$ cat config.mk
export PLATFORM = sky130hd
export DESIGN_NAME = page_replacement_fifo_lru_unit_flat
export DESIGN_NICKNAME = d
export VERILOG_FILES = /design/src/rtl/prl_pkg.sv /design/src/rtl/prl_ifs.sv /design/src/rtl/prl_cell.sv /design/src/rtl/page_replacement_fifo_lru_unit.sv /design/src/flat_wrapper.sv
export SDC_FILE = /design/constraint.sdc
export NUM_CORES = 1
export LEC_CHECK = 0
export ABC_AREA = 1
export BUFFER_PORTS_ARGS = -buffer_cell sky130_fd_sc_hd__clkbuf_2
export CAP_MARGIN = 20
export CORE_MARGIN = 4
export CORE_UTILIZATION = 25
export DETAILED_ROUTE_END_ITERATION = 16
export PLACE_DENSITY = 0.47
export SYNTH_ARGS = -nofsm -noshare
export SYNTH_HDL_FRONTEND = slang
export SYNTH_SLANG_ARGS = --single-unit
$ cat constraint.sdc
create_clock -name clk -period 7.15 [get_ports clk]
set_input_delay 1.43 -clock clk [delete_from_list [all_inputs] [get_ports clk]]
set_output_delay 1.43 -clock clk [all_outputs]
set_load 0.03 [all_outputs]
$ cat src/rtl/prl_pkg.sv
// prl_pkg: shared types and constants of the page replacement unit.
// No dependencies; used by the interfaces, the frame cell and the top level.
package prl_pkg;

  // configuration register indexes
  localparam int CFG_IDX_W  = 1;
  localparam int CFG_DATA_W = 5;
  localparam logic [CFG_IDX_W-1:0] CFG_MODE   = 1'd0;
  localparam logic [CFG_IDX_W-1:0] CFG_FRAMES = 1'd1;

  // replacement modes
  localparam logic MODE_FIFO = 1'b0;
  localparam logic MODE_LRU  = 1'b1;

  // field widths fixed by the result format
  localparam int FIM_W      = 5;
  localparam int FAULT_W    = 32;
  localparam int EV_PAGE_W  = 16;

  localparam logic [FIM_W-1:0]   FIM_RESET = 5'd16;
  localparam logic [FAULT_W-1:0] FAULT_MAX = 32'hFFFF_FFFF;

  // per-reference decisions broadcast to every frame cell
  typedef struct packed {
    logic clear;   // first reference: table counts as empty
    logic lru;     // recency ordering active
    logic miss;    // page not resident
    logic full;    // resident count at or above frame limit
  } cell_ctrl_t;

  // flags rippling down the row of cells
  typedef struct packed {
    logic found;      // some earlier cell holds the page
    logic free_seen;  // some earlier cell is free
  } chain_t;

endpackage

$ cat src/rtl/prl_ifs.sv
// prl_ifs: valid/ready channel interfaces of the page replacement unit.
// Depends on prl_pkg for field widths.
interface prl_ref_if #(parameter int PAGE_BITS = 16);
  logic                 valid;
  logic                 ready;
  logic [PAGE_BITS-1:0] page_number;
  logic                 first_reference;
  modport source (output valid, page_number, first_reference, input ready);
  modport sink   (input valid, page_number, first_reference, output ready);
endinterface

interface prl_res_if;
  logic                               valid;
  logic                               ready;
  logic                               hit;
  logic                               evicted_valid;
  logic [prl_pkg::EV_PAGE_W-1:0]      evicted_page;
  logic [prl_pkg::FAULT_W-1:0]        fault_total;
  modport source (output valid, hit, evicted_valid, evicted_page, fault_total, input ready);
  modport sink   (input valid, hit, evicted_valid, evicted_page, fault_total, output ready);
endinterface

interface prl_cfg_if;
  logic                            valid;
  logic                            ready;
  logic [prl_pkg::CFG_IDX_W-1:0]   index;
  logic [prl_pkg::CFG_DATA_W-1:0]  data;
  modport source (output valid, index, data, input ready);
  modport sink   (input valid, index, data, output ready);
endinterface

$ cat src/rtl/prl_cell.sv
// prl_cell: one frame of the associative table (page, valid bit, age rank).
// Depends on prl_pkg for the control and chain structs.
module prl_cell #(
  parameter int PAGE_BITS = 16,
  parameter int RW        = 4
) (
  input  logic                  clk,
  input  logic                  rst,
  input  logic                  en,
  input  prl_pkg::cell_ctrl_t   ctrl,
  input  logic [PAGE_BITS-1:0]  req_page,
  input  logic [RW-1:0]         hit_rank,
  input  logic [RW-1:0]         victim_rank,
  input  prl_pkg::chain_t       chain_in,
  output prl_pkg::chain_t       chain_out,
  input  logic [RW-1:0]         rank_in,
  output logic [RW-1:0]         rank_out,
  input  logic [PAGE_BITS-1:0]  evict_in,
  output logic [PAGE_BITS-1:0]  evict_out,
  output logic                  occupied
);

  logic [PAGE_BITS-1:0] page;
  logic                 valid;
  logic [RW-1:0]        rank;

  logic          eff_valid, match, victim, tgt;
  logic [RW-1:0] rank_next;

  assign eff_valid = valid & ~ctrl.clear;
  assign match     = eff_valid & (page == req_page);
  assign victim    = eff_valid & ctrl.full & (rank == victim_rank);
  // load target: the victim when full, else the first free frame in the row
  assign tgt = ctrl.miss & (ctrl.full ? victim : (~eff_valid & ~chain_in.free_seen));

  assign chain_out.found     = chain_in.found | match;
  assign chain_out.free_seen = chain_in.free_seen | ~eff_valid;
  assign rank_out  = rank_in | (match ? rank : '0);
  assign evict_out = evict_in | (victim ? page : '0);
  assign occupied  = valid;

  always_comb begin
    priority if (tgt) begin
      rank_next = '0;
    end else if (ctrl.miss && eff_valid) begin
      rank_next = rank + RW'(1);
    end else if (!ctrl.miss && ctrl.lru && match) begin
      rank_next = '0;
    end else if (!ctrl.miss && ctrl.lru && eff_valid && (rank < hit_rank)) begin
      rank_next = rank + RW'(1);
    end else begin
      rank_next = rank;
    end
  end

  always_ff @(posedge clk) begin
    if (rst) begin
      valid <= 1'b0;
      rank  <= '0;
    end else if (en) begin
      valid <= tgt | eff_valid;
      rank  <= rank_next;
    end
  end

  always_ff @(posedge clk) begin
    if (en && tgt) begin
      page <= req_page;
    end
  end

endmodule

$ cat src/rtl/page_replacement_fifo_lru_unit.sv
// page_replacement_fifo_lru_unit: top level of the FIFO/LRU page replacement unit.
// Depends on prl_pkg, prl_ifs (channel interfaces) and prl_cell (frame cells).
// The result of an accepted reference transfer is registered in the output register.
// Throughput: one reference per cycle while the result slot is empty or draining; the lookup
//   and rank update ripple combinationally through the row of FRAME_SLOTS frame cells.
// Reset (synchronous, rst high): all frames empty, ranks and fault count zero,
//   FIFO mode, frame limit 16, no result pending. Page storage is not cleared.
module page_replacement_fifo_lru_unit #(
  parameter int FRAME_SLOTS = 16,
  parameter int PAGE_BITS   = 16
) (
  input  logic          clk,
  input  logic          rst,
  prl_cfg_if.sink       cfg,
  prl_ref_if.sink       refs,
  prl_res_if.source     results
);

  // rank width, resident count width, and a compare width wide enough for the limit
  localparam int RW  = (FRAME_SLOTS > 1) ? $clog2(FRAME_SLOTS) : 1;
  localparam int CW  = $clog2(FRAME_SLOTS + 1);
  localparam int LW  = (CW > prl_pkg::FIM_W) ? CW : prl_pkg::FIM_W;
  localparam int EVW = prl_pkg::EV_PAGE_W;
  localparam int FW  = prl_pkg::FAULT_W;

  // ---------------------------------------------------------------
  // Configuration registers; writes are always taken.
  // ---------------------------------------------------------------
  logic                      mode;
  logic [prl_pkg::FIM_W-1:0] fim;

  assign cfg.ready = 1'b1;

  always_ff @(posedge clk) begin
    if (rst) begin
      mode <= prl_pkg::MODE_FIFO;
      fim  <= prl_pkg::FIM_RESET;
    end else if (cfg.valid) begin
      unique case (cfg.index)
        prl_pkg::CFG_MODE:   mode <= cfg.data[0];
        prl_pkg::CFG_FRAMES: fim  <= cfg.data[prl_pkg::FIM_W-1:0];
        default: ;
      endcase
    end
  end

  // ---------------------------------------------------------------
  // Handshake: the output register decouples the two sides, so a new
  // reference is taken whenever the result slot is empty or draining.
  // ---------------------------------------------------------------
  logic accept;
  logic out_valid;

  assign refs.ready = ~out_valid | results.ready;
  assign accept     = refs.valid & refs.ready;

  // ---------------------------------------------------------------
  // Global bookkeeping: resident count and fault count. A first
  // reference makes both read as zero for this transfer.
  // ---------------------------------------------------------------
  logic [CW-1:0] cnt, cnt_next, used_eff;
  logic [FW-1:0] fc, fc_base, fc_next;
  logic [LW-1:0] lim_raw, lim;
  logic          clear, miss, full;

  assign clear    = refs.first_reference;
  assign used_eff = clear ? '0 : cnt;
  assign fc_base  = clear ? '0 : fc;

  // frame limit: zero acts as one, above the table size saturates
  assign lim_raw = LW'(fim);
  always_comb begin
    priority if (lim_raw == '0) begin
      lim = LW'(1);
    end else if (lim_raw > LW'(FRAME_SLOTS)) begin
      lim = LW'(FRAME_SLOTS);
    end else begin
      lim = lim_raw;
    end
  end

  assign full = LW'(used_eff) >= lim;

  // ---------------------------------------------------------------
  // Row of frame cells. The found flag, the first-free flag, the hit
  // rank and the victim page ripple from cell 0 to the last cell; the
  // decisions made from the end of the row are broadcast back.
  // Ranks of resident frames are always 0..count-1, so the victim is
  // the resident frame whose rank equals count-1.
  // ---------------------------------------------------------------
  prl_pkg::chain_t     chain [FRAME_SLOTS+1];
  logic [RW-1:0]       rank_ch [FRAME_SLOTS+1];
  logic [PAGE_BITS-1:0] evict_ch [FRAME_SLOTS+1];
  logic [FRAME_SLOTS-1:0] occ;

  prl_pkg::cell_ctrl_t ctrl;
  logic [RW-1:0]       victim_rank;

  assign chain[0].found     = 1'b0;
  assign chain[0].free_seen = 1'b0;
  assign rank_ch[0]         = '0;
  assign evict_ch[0]        = '0;

  assign miss        = ~chain[FRAME_SLOTS].found;
  assign victim_rank = RW'(used_eff - CW'(1));

  assign ctrl.clear = clear;
  assign ctrl.lru   = (mode == prl_pkg::MODE_LRU);
  assign ctrl.miss  = miss;
  assign ctrl.full  = full;

  for (genvar g = 0; g < FRAME_SLOTS; g++) begin : g_cell
    prl_cell #(
      .PAGE_BITS (PAGE_BITS),
      .RW        (RW)
    ) u_cell (
      .clk         (clk),
      .rst         (rst),
      .en          (accept),
      .ctrl        (ctrl),
      .req_page    (refs.page_number),
      .hit_rank    (rank_ch[FRAME_SLOTS]),
      .victim_rank (victim_rank),
      .chain_in    (chain[g]),
      .chain_out   (chain[g+1]),
      .rank_in     (rank_ch[g]),
      .rank_out    (rank_ch[g+1]),
      .evict_in    (evict_ch[g]),
      .evict_out   (evict_ch[g+1]),
      .occupied    (occ[g])
    );
  end

  // count grows only on a miss with a free frame; fault count saturates
  assign cnt_next = (miss && !full) ? used_eff + CW'(1) : used_eff;
  assign fc_next  = (miss && (fc_base != prl_pkg::FAULT_MAX)) ? fc_base + FW'(1) : fc_base;

  always_ff @(posedge clk) begin
    if (rst) begin
      cnt <= '0;
      fc  <= '0;
    end else if (accept) begin
      cnt <= cnt_next;
      fc  <= fc_next;
    end
  end

  // ---------------------------------------------------------------
  // Result register
  // ---------------------------------------------------------------
  logic           res_hit, res_ev_valid;
  logic [EVW-1:0] res_ev_page;
  logic [FW-1:0]  res_fault;

  always_ff @(posedge clk) begin
    if (rst) begin
      out_valid <= 1'b0;
    end else if (accept) begin
      out_valid <= 1'b1;
    end else if (results.ready) begin
      out_valid <= 1'b0;
    end
  end

  always_ff @(posedge clk) begin
    if (accept) begin
      res_hit      <= ~miss;
      res_ev_valid <= miss & full;
      res_ev_page  <= (miss && full) ? EVW'(evict_ch[FRAME_SLOTS]) : '0;
      res_fault    <= fc_next;
    end
  end

  assign results.valid         = out_valid;
  assign results.hit           = res_hit;
  assign results.evicted_valid = res_ev_valid;
  assign results.evicted_page  = res_ev_page;
  assign results.fault_total   = res_fault;

  // ---------------------------------------------------------------
  // Assertions
  // ---------------------------------------------------------------
  // resident count tracks the valid bits held in the cells
  a_count_matches: assert property (@(posedge clk) disable iff (rst)
    $countones(occ) == int'(cnt))
    else $error("resident count differs from valid frames");

  // count never exceeds the table size
  a_count_bound: assert property (@(posedge clk) disable iff (rst)
    cnt <= CW'(FRAME_SLOTS))
    else $error("resident count above table size");

  // an eviction is only reported with a fault
  a_evict_on_fault: assert property (@(posedge clk) disable iff (rst)
    out_valid |-> !(res_hit && res_ev_valid))
    else $error("eviction reported on a hit");

  // a hit without clear leaves the fault count unchanged
  a_hit_keeps_count: assert property (@(posedge clk) disable iff (rst)
    (accept && !clear && !miss) |=> (fc == $past(fc)) && (res_fault == $past(fc)))
    else $error("fault count moved on a hit");

  // an accepted reference always leaves a pending result
  a_result_pending: assert property (@(posedge clk) disable iff (rst)
    accept |=> out_valid)
    else $error("accepted reference lost its result");

endmodule
$ cat src/flat_wrapper.sv
// flat-port wrapper written by rule: the top's interface ports become plain ports
module page_replacement_fifo_lru_unit_flat 
#(
  parameter int FRAME_SLOTS = 16,
  parameter int PAGE_BITS   = 16
)
  (clk, rst, cfg_valid, cfg_index, cfg_data, cfg_ready, refs_valid, refs_page_number, refs_first_reference, refs_ready, results_valid, results_hit, results_evicted_valid, results_evicted_page, results_fault_total, results_ready);
  prl_cfg_if cfg_i ();
  prl_ref_if #(.PAGE_BITS(PAGE_BITS)) refs_i ();
  prl_res_if results_i ();
  input  logic clk;
  input  logic rst;
  input wire logic [$bits(cfg_i.valid)-1:0] cfg_valid;
  input wire logic [$bits(cfg_i.index)-1:0] cfg_index;
  input wire logic [$bits(cfg_i.data)-1:0] cfg_data;
  output wire logic [$bits(cfg_i.ready)-1:0] cfg_ready;
  input wire logic [$bits(refs_i.valid)-1:0] refs_valid;
  input wire logic [$bits(refs_i.page_number)-1:0] refs_page_number;
  input wire logic [$bits(refs_i.first_reference)-1:0] refs_first_reference;
  output wire logic [$bits(refs_i.ready)-1:0] refs_ready;
  output wire logic [$bits(results_i.valid)-1:0] results_valid;
  output wire logic [$bits(results_i.hit)-1:0] results_hit;
  output wire logic [$bits(results_i.evicted_valid)-1:0] results_evicted_valid;
  output wire logic [$bits(results_i.evicted_page)-1:0] results_evicted_page;
  output wire logic [$bits(results_i.fault_total)-1:0] results_fault_total;
  input wire logic [$bits(results_i.ready)-1:0] results_ready;
  assign cfg_i.valid = cfg_valid;
  assign cfg_i.index = cfg_index;
  assign cfg_i.data = cfg_data;
  assign cfg_ready = cfg_i.ready;
  assign refs_i.valid = refs_valid;
  assign refs_i.page_number = refs_page_number;
  assign refs_i.first_reference = refs_first_reference;
  assign refs_ready = refs_i.ready;
  assign results_valid = results_i.valid;
  assign results_hit = results_i.hit;
  assign results_evicted_valid = results_i.evicted_valid;
  assign results_evicted_page = results_i.evicted_page;
  assign results_fault_total = results_i.fault_total;
  assign results_i.ready = results_ready;
  page_replacement_fifo_lru_unit #(.FRAME_SLOTS(FRAME_SLOTS), .PAGE_BITS(PAGE_BITS)) u_core (.clk(clk), .rst(rst), .cfg(cfg_i), .refs(refs_i), .results(results_i));
endmodule
==> Yosys cells after proc, flatten, opt, wreduce, memory -nomap -nowiden <==
Cells that the tools add are included.
{ "totals": {"in_bits": 28, "register_bits": 430, "word_cells": 575} }
{ "classes": {"eq_ne": 33, "n_mux": 120, "n_bitwise": 207, "n_addsub": 19, "reduce_logical": 121, "magnitude_cmp": 18} }
{ "ops": {"columns": ["op", "count"], "rows": [
  ["$mux W4", 80],
  ["$eq A16 B16 Y1", 16],
  ["$mux W16", 16],
  ["$or A16 B16 Y16", 15],
  ["$and A1 B1 Y1", 97],
  ["$logic_and A1 B1 Y1", 84],
  ["$add A4 B1 Y4 const B", 16],
  ["$eq A4 B4 Y1", 16],
  ["$lt A4 B4 Y1", 16],
  ["$mux W32", 2],
  ["$reduce_bool A4 Y1", 16],
  ["$or A4 B4 Y4", 15],
  ["$or A1 B1 Y1", 46],
  ["$reduce_and A2 Y1", 18],
  ["$not A1 Y1", 34],
  ["$add A32 B1 Y32 const B", 1],
  ["$ne A32 B32 Y1 const B", 1],
  ["$mux W5", 4],
  ["$mux W1", 18],
  ["$add A5 B1 Y5 const B", 1],
  ["$ge A5 B5 Y1", 1],
  ["$gt A5 B5 Y1 const B", 1],
  ["$logic_not A5 Y1", 1],
  ["$sub A4 B1 Y4 const B", 1],
  ["2 further kinds", 2]
]} }

==> Logic depth before layout (Yosys ltp) <==
{ "logic_depth": {"ltp_word": 25, "mapped_depth": 26} }

==> By module <==
Synthesis repeated with hierarchy kept, for this count alone.
{ "unflattened": {"hier_cells": 3700, "hier_area_um2": 28532.4} }
{ "by_module_without_submodules": {"columns": ["mod", "seq_area_each_um2", "area_each_um2", "cells_each", "instances"], "rows": [
  ["prl_cell", 580.6, 1446.4, 186, 16],
  ["page_replacement_fifo_lru_unit", 2382.3, 5390.2, 724, 1]
]} }

==> Worst setup path before layout <==
Ideal clock, no wire load.
{ "synth_timing": {"path_type": "input port to flip-flop", "startpoint": "input refs_first_reference", "endpoint": "register u_core.g_cell[1].u_cell.page[0] (enable)", "required_ns": 6.760, "path_slack_ns": 1.861, "path_stages": 16, "setup_ns": 0.390, "arrival_time_ns": 4.899, "cell_sequence": "buf_6 > buf_6 > buf_6 > clkbuf_1 > clkbuf_1 > nor2_1 > ha_1 > nand2_1 > o21a_1 > nand3_1 > clkbuf_1 > clkbuf_1 > nand3_1 > o31ai_1 > nand2_1 > nor2_1"} }
{ "synth_between": {"elab_chain_len": 21, "elab_cells_between_ends": 60} }
{ "synth_rtl": {"columns": ["item", "line", "rtl"], "rows": [
  ["start: declaration", "flat_wrapper.sv:19", "input wire logic [$bits(refs_i.first_reference)-1:0] refs_first_reference;"],
  ["$not A1 Y1", "prl_cell.sv:30", "assign eff_valid = valid & ~ctrl.clear;"],
  ["$and A1 B1 Y1", "prl_cell.sv:30", null],
  ["$and A1 B1 Y1", "prl_cell.sv:31", "assign match = eff_valid & (page == req_page);"],
  ["$or A1 B1 Y1 (15 in series)", "prl_cell.sv:36", "assign chain_out.found = chain_in.found | match;"],
  ["$not A1 Y1", "page_replacement_fifo_lru_unit.sv:104", "assign miss = ~chain[FRAME_SLOTS].found;"],
  ["$and A1 B1 Y1 (*)", "prl_cell.sv:34", "assign tgt = ctrl.miss & (ctrl.full ? victim : (~eff_valid & ~chain_in.free_seen));"],
  ["$logic_and A1 B1 Y1 (*)", "prl_cell.sv:67", "if (en && tgt) begin"],
  ["end signal: assignment", "prl_cell.sv:68", "page <= req_page;"],
  ["end: declaration", "prl_cell.sv:23", "logic [PAGE_BITS-1:0] page;"]
]} }
Mark *: on every way between the ends. The rest lies on a longest branch, timed or not.
A chain may end at the register's enable or synchronous reset.

==> Final worst setup path <==
{ "layout_timing": {"startpoint": "input refs_page_number[8]", "endpoint": "register u_core.g_cell[7].u_cell.rank[2]"} }
{ "layout_between": {"elab_chain_len": 22, "elab_cells_between_ends": 91} }
{ "layout_rtl": {"columns": ["item", "line", "rtl"], "rows": [
  ["start: declaration", "flat_wrapper.sv:18", "input wire logic [$bits(refs_i.page_number)-1:0] refs_page_number;"],
  ["$eq A16 B16 Y1", "prl_cell.sv:31", null],
  ["$and A1 B1 Y1", "prl_cell.sv:31", null],
  ["$mux W4 / $or A1 B1 Y1 (equally long branches)", "prl_cell.sv:38, prl_cell.sv:36", null],
  ["$or A4 B4 Y4 / $or A1 B1 Y1 (equally long branches) (14 in series)", "prl_cell.sv:38, prl_cell.sv:36", null],
  ["$or A4 B4 Y4 / $logic_and A1 B1 Y1 (equally long branches)", "prl_cell.sv:38, prl_cell.sv:47, prl_cell.sv:49", null],
  ["$lt A4 B4 Y1, or another cell as far along", "prl_cell.sv:49", "end else if (!ctrl.miss && ctrl.lru && eff_valid && (rank < hit_rank)) begin"],
  ["$logic_and A1 B1 Y1 / $mux W4 (equally long branches)", "prl_cell.sv:49, prl_cell.sv:47", null],
  ["$reduce_bool A4 Y1 (no line) / $mux W4 (equally long branches)", null, null],
  ["$reduce_and A2 Y1 (no line) / $mux W4 (equally long branches)", null, null],
  ["end signal: assignment", "prl_cell.sv:62", "rank <= rank_next;"],
  ["end: declaration", "prl_cell.sv:25", "logic [RW-1:0] rank;"]
]} }
Several ways; a longest one is shown, not always the timed one.

==> impl_results.rst <==
.. list-table::
   :header-rows: 1

   * - Metric
     - Value
   * - Outcome
     - completed
   * - Mapped Avg Cell Area
     - 7.370 µm²
   * - Die Wd
     - 341.2 µm
   * - Number of clock sinks
     - 430
   * - Capture instance of the worst register-to-register path
     - u_core.g_cell[7].u_cell.rank[2]$_SDFFE_PP0P_
   * - Detailed-route wire length
     - 123.9 mm
   * - Sequential cell area
     - 11670 µm²
   * - Number of global-route vias before repair
     - 24200
   * - Global routing usage summed across all routing layers
     - 20.59%
   * - Post-synthesis sequential area ratio
     - 42.06%
   * - Total Die Area
     - 116400 µm²
   * - Setup repair after global routing missed its margin
     - false
   * - TritonCTS clock tree
     - done
   * - Part of the cycle the worst path needs
     - 80.33%
   * - Slowest Stage Delay on Critical Path
     - 0.68 ns
   * - Clock period minus worst slack
     - 5.744 ns
   * - Slew Limit Fails
     - 0
   * - End-of-flow core utilization
     - 28.91%
   * - Vias per cell
     - 4.919
   * - # H-tree levels
     - 2
   * - Largest fanout on the critical path
     - 27
   * - Number of maximum-capacitance constraint violations
     - 0
   * - Top cell family by delay on the critical path
     - simple AND/OR/NAND/NOR gates
   * - # port buffers
     - 79
   * - Number of buffers added to fix hold violations after cts
     - 0
   * - # rows
     - 121
   * - Cell area after synthesis
     - 27750 µm²
   * - Maximum clock path buffer count
     - 3
   * - Hold Crit Depth
     - 2
   * - Number of DRC markers in iteration 0
     - 3223
   * - Maximum number of pins on one net before global-route repair
     - 68
   * - Overflow left after global routing
     - 0
   * - Final setup violation count
     - 0
   * - CP Class
     - input port to register
   * - Count of vias placed by the detailed router
     - 26380
   * - First-pass iteration count of the detailed router
     - 7
   * - Number of hold violations in the final report
     - 0
   * - Critical-path cell with the highest stage delay
     - sky130_fd_sc_hd__clkbuf_2
   * - Fraction of synthesized cell area taken by the top area cell type
     - 33.12%
   * - Worst-case reg-to-reg path depth
     - 20
   * - Clk root buf
     - sky130_fd_sc_hd__clkbuf_16
   * - Global-route wire length before repair
     - 175.1 mm
   * - Worst IR Drop VDD
     - 181.2 µV
   * - Leading area contributor after synthesis
     - sky130_fd_sc_hd__edfxtp_1
   * - Die Ht
     - 341.2 µm
   * - Setup Buffers After CTS
     - 0
   * - Fraction of layout instances using a drive strength above 1
     - 10.09%
   * - Proportion of synthesized flip-flops having asynchronous set or reset
     - 0%
   * - Biggest area contributors in the synthesized netlist
     - sky130_fd_sc_hd__edfxtp_1 (33%), sky130_fd_sc_hd__nand2_1 (15%), sky130_fd_sc_hd__dfxtp_1 (8.9%)
   * - Worst path bufs/invs
     - 3
   * - Resized Gates After CTS
     - 0
   * - Clock transition at the register clock pins on the worst setup and hold paths after CTS
     - 0.06 ns
   * - Endpoint, Worst Hold
     - u_core.g_cell[13].u_cell.occupied$_SDFFE_PP0P_
   * - Leakage power
     - 14.02 nW
   * - Fmax
     - 0.1741 GHz
   * - Netlist cell types
     - 64
   * - Final nets
     - 3909
   * - Diodes inserted
     - 0
   * - Power density relative to cell area
     - 198.4 nW/µm²
   * - Clock latency on the worst-skew pair
     - 0.67 ns
   * - Routed wire length per instance
     - 23.11 µm
   * - DPL Wire Length
     - 95.62 mm
   * - Placer congestion estimate
     - 0.9660
   * - Number of design rule violations left after detail routing
     - 0
   * - Area taken by multi-input logic gates
     - 13610 µm²
   * - Starting Density
     - 25.35%
   * - Measured slew at the worst slew-check pin
     - 1.264 ns
   * - Setup TNS
     - 0 ns
   * - Clock tree skew after final layout
     - 0.04143 ns
   * - Reg-to-Reg Start
     - u_core.g_cell[11].u_cell.page[13]$_DFFE_PP_
   * - Layout fillers
     - 11850
   * - Number of synthesis warnings
     - 0
   * - Commonest register cell after synthesis
     - sky130_fd_sc_hd__edfxtp_1
   * - CTS Buf Count
     - 53
   * - Hold crit path type
     - register to register
   * - Crit-path cells
     - clkbuf_2, inv_2, nand2_1, nand2_1, nor3_1, nand2_1, nor2_1, nand3_1, nand2_1, nor3_2, nand2_2, nor2_4, buf_4, nor2_2, nand4_1, nand2_1, nor2_1, nand2_1, nand2_2, nand2_1, nand2_1, nor2_1
   * - Area of the placeable core
     - 109500 µm²
   * - Number of antenna violations at the first check in global routing
     - 1
   * - CP required
     - 7.73 ns
   * - Remaining antenna violation count
     - 0
   * - Library cell appearing most often on the critical path
     - sky130_fd_sc_hd__nand2_1
   * - Syn Nets
     - 3833
   * - Total power
     - 6.280 mW
   * - IO Pins
     - 81
   * - Synthesis-stage register bit count
     - 430
   * - Reg-to-reg setup timing slack
     - 2.75 ns
   * - Arrival @ worst endpoint
     - 6.32 ns
   * - Layout Area Growth over Synthesis
     - 14.04%
   * - WHS
     - 0.4700 ns
   * - Kind of end point of the critical path
     - register
   * - Kind of start point of the critical path
     - input port
   * - Hold wc startpoint
     - u_core.g_cell[13].u_cell.occupied$_SDFFE_PP0P_
   * - Count of flip-flops with a built-in enable after synthesis
     - 306
   * - Post-synthesis cell count
     - 3765
   * - Max-Slew Margin vs Limit
     - 15.64%
cells in the mapped netlist (3+ instances only):
cell type and instances:
sky130_fd_sc_hd__nand2_1 1076, sky130_fd_sc_hd__nor2_1 657, sky130_fd_sc_hd__inv_1 416, sky130_fd_sc_hd__edfxtp_1 306
sky130_fd_sc_hd__nand4_1 129, sky130_fd_sc_hd__xor2_1 126, sky130_fd_sc_hd__nand3_1 125, sky130_fd_sc_hd__dfxtp_1 124
sky130_fd_sc_hd__a21oi_1 99, sky130_fd_sc_hd__o21ai_0 74, sky130_fd_sc_hd__xnor2_1 65, sky130_fd_sc_hd__clkbuf_1 51
sky130_fd_sc_hd__o22ai_1 50, sky130_fd_sc_hd__nor3_1 49, sky130_fd_sc_hd__ha_1 40, sky130_fd_sc_hd__inv_2 40
sky130_fd_sc_hd__nand2_2 33, sky130_fd_sc_hd__a221oi_1 32, sky130_fd_sc_hd__buf_2 28, sky130_fd_sc_hd__buf_6 23
sky130_fd_sc_hd__nor2_2 20, sky130_fd_sc_hd__buf_4 19, sky130_fd_sc_hd__o21ai_1 19, sky130_fd_sc_hd__o2111ai_1 17
sky130_fd_sc_hd__nor3_2 16, sky130_fd_sc_hd__nor4_1 14, sky130_fd_sc_hd__nand3b_1 9, sky130_fd_sc_hd__a31oi_1 8
sky130_fd_sc_hd__nor2_4 8, sky130_fd_sc_hd__a211oi_1 7, sky130_fd_sc_hd__nand3_2 7, sky130_fd_sc_hd__a41oi_1 6
sky130_fd_sc_hd__and3_1 6, sky130_fd_sc_hd__o21ai_2 5, sky130_fd_sc_hd__clkinv_1 4, sky130_fd_sc_hd__nor3b_1 4
sky130_fd_sc_hd__o211ai_1 4, sky130_fd_sc_hd__o2bb2ai_1 4, sky130_fd_sc_hd__a22o_1 3, sky130_fd_sc_hd__a22oi_1 3
sky130_fd_sc_hd__and2_1 3, sky130_fd_sc_hd__nand2b_1 3, sky130_fd_sc_hd__nor3b_2 3, sky130_fd_sc_hd__o221ai_1 3
kinds of logic after synthesis:
| group | Yosys count | synth area share, % |
|---|---|---|
| xor gates and xnor gates | 193 | 6.187 |
| DFF | 430 | 42.06 |
| and+or+nand+nor | 2173 | 33.31 |
| other | 1 | 0.01351 |
| adders and majority gates | 40 | 1.804 |
| buffers and inverters | 586 | 9.000 |
| AOI/OAI and AO/OA | 342 | 7.625 |
layer usage:
metal / track usage (%) / share of wire [%] / up-vias
li1: - / - / 12390
met1: 27.80 / 43 / 12500
met2: 32.48 / 44 / 1232
met3: 2.817 / 7.3 / 255
met4: 9.887 / 5.6 / 2
met5: 0 / 0.010 / -
through the flow:
step	area, µm²	setup slack (ns)	std cells
after floorplan	27750	1.861	3765
after global placement	29770	0.9289	5261
after detailed placement	29770	0.8538	5261
after CTS	31640	1.558	5361
after global routing	31640	1.295	5362
final	31640	1.406	5362
flip-flops by register name, summed over array words and instances, names as in the netlist:
name,flops
u_core.results.hit,1
u_core.g_cell.u_cell.occupied,16
u_core.g_cell.u_cell.rank,64
u_core.fc,32
u_core.g_cell.u_cell.page,256
u_core.fim,5
u_core.results.evicted_valid,1
u_core.cnt,5
u_core.mode,1
u_core.results.evicted_page,16
u_core.results.fault_total,32
u_core.results.valid,1
layout by cell type, fill, tap and decap left out, types with 64 or more instances in the layout:
cell / count
sky130_fd_sc_hd__nand2_1: 1075
sky130_fd_sc_hd__nor2_1: 647
sky130_fd_sc_hd__inv_1: 415
sky130_fd_sc_hd__edfxtp_1: 306
sky130_fd_sc_hd__nand4_1: 129
sky130_fd_sc_hd__xor2_1: 126
sky130_fd_sc_hd__nand3_1: 125
sky130_fd_sc_hd__dfxtp_1: 124
sky130_fd_sc_hd__a21oi_1: 98
sky130_fd_sc_hd__clkbuf_2: 79
sky130_fd_sc_hd__o21ai_0: 74
sky130_fd_sc_hd__xnor2_1: 65
sky130_fd_sc_hd__buf_4: 64
power breakdown:
| group | total (mW) | internal [mW] | switching (mW) |
|---|---|---|---|
| Clock | 2.93 | 1.69 | 1.24 |
| Sequential | 2.76 | 2.72 | 0.0373 |
| Combinational | 0.597 | 0.144 | 0.452 |
cell type report:
class / instances / area share (%)
well taps: 1476 / 5.836
inverters: 462 / 5.512
flip-flops and latches: 430 / 36.88
clock inverters: 40 / 1.597
multi-input cells: 2749 / 43.01
clock buffers: 60 / 4.306
repair buffers: 145 / 2.855
worst max path at each step:
stage / startpoint / end / slack (ns) / cells after the start
5_1_grt: refs_page_number[8] / u_core.g_cell[7].u_cell.rank[2]$_SDFFE_PP0P_ / 1.29 / 22
3_5_place_dp: refs_page_number[8] / u_core.g_cell[7].u_cell.rank[2]$_SDFFE_PP0P_ / 0.85 / 22
4_1_cts: refs_page_number[8] / u_core.g_cell[7].u_cell.rank[2]$_SDFFE_PP0P_ / 1.56 / 22
3_3_place_gp: refs_page_number[8] / u_core.g_cell[7].u_cell.rank[2]$_SDFFE_PP0P_ / 0.93 / 22
2_1_floorplan: refs_first_reference / u_core.g_cell[1].u_cell.page[0]$_DFFE_PP_ / 1.86 / 16
6_report: refs_page_number[8] / u_core.g_cell[7].u_cell.rank[2]$_SDFFE_PP0P_ / 1.41 / 22
worst min-delay path: stages (launching register included):
cell and delay [ns]:
sky130_fd_sc_hd__dfxtp_1 0.31, sky130_fd_sc_hd__nand2_1 0.06, sky130_fd_sc_hd__a21oi_1 0.05
Note: power is estimated with default switching activity, not from simulation.
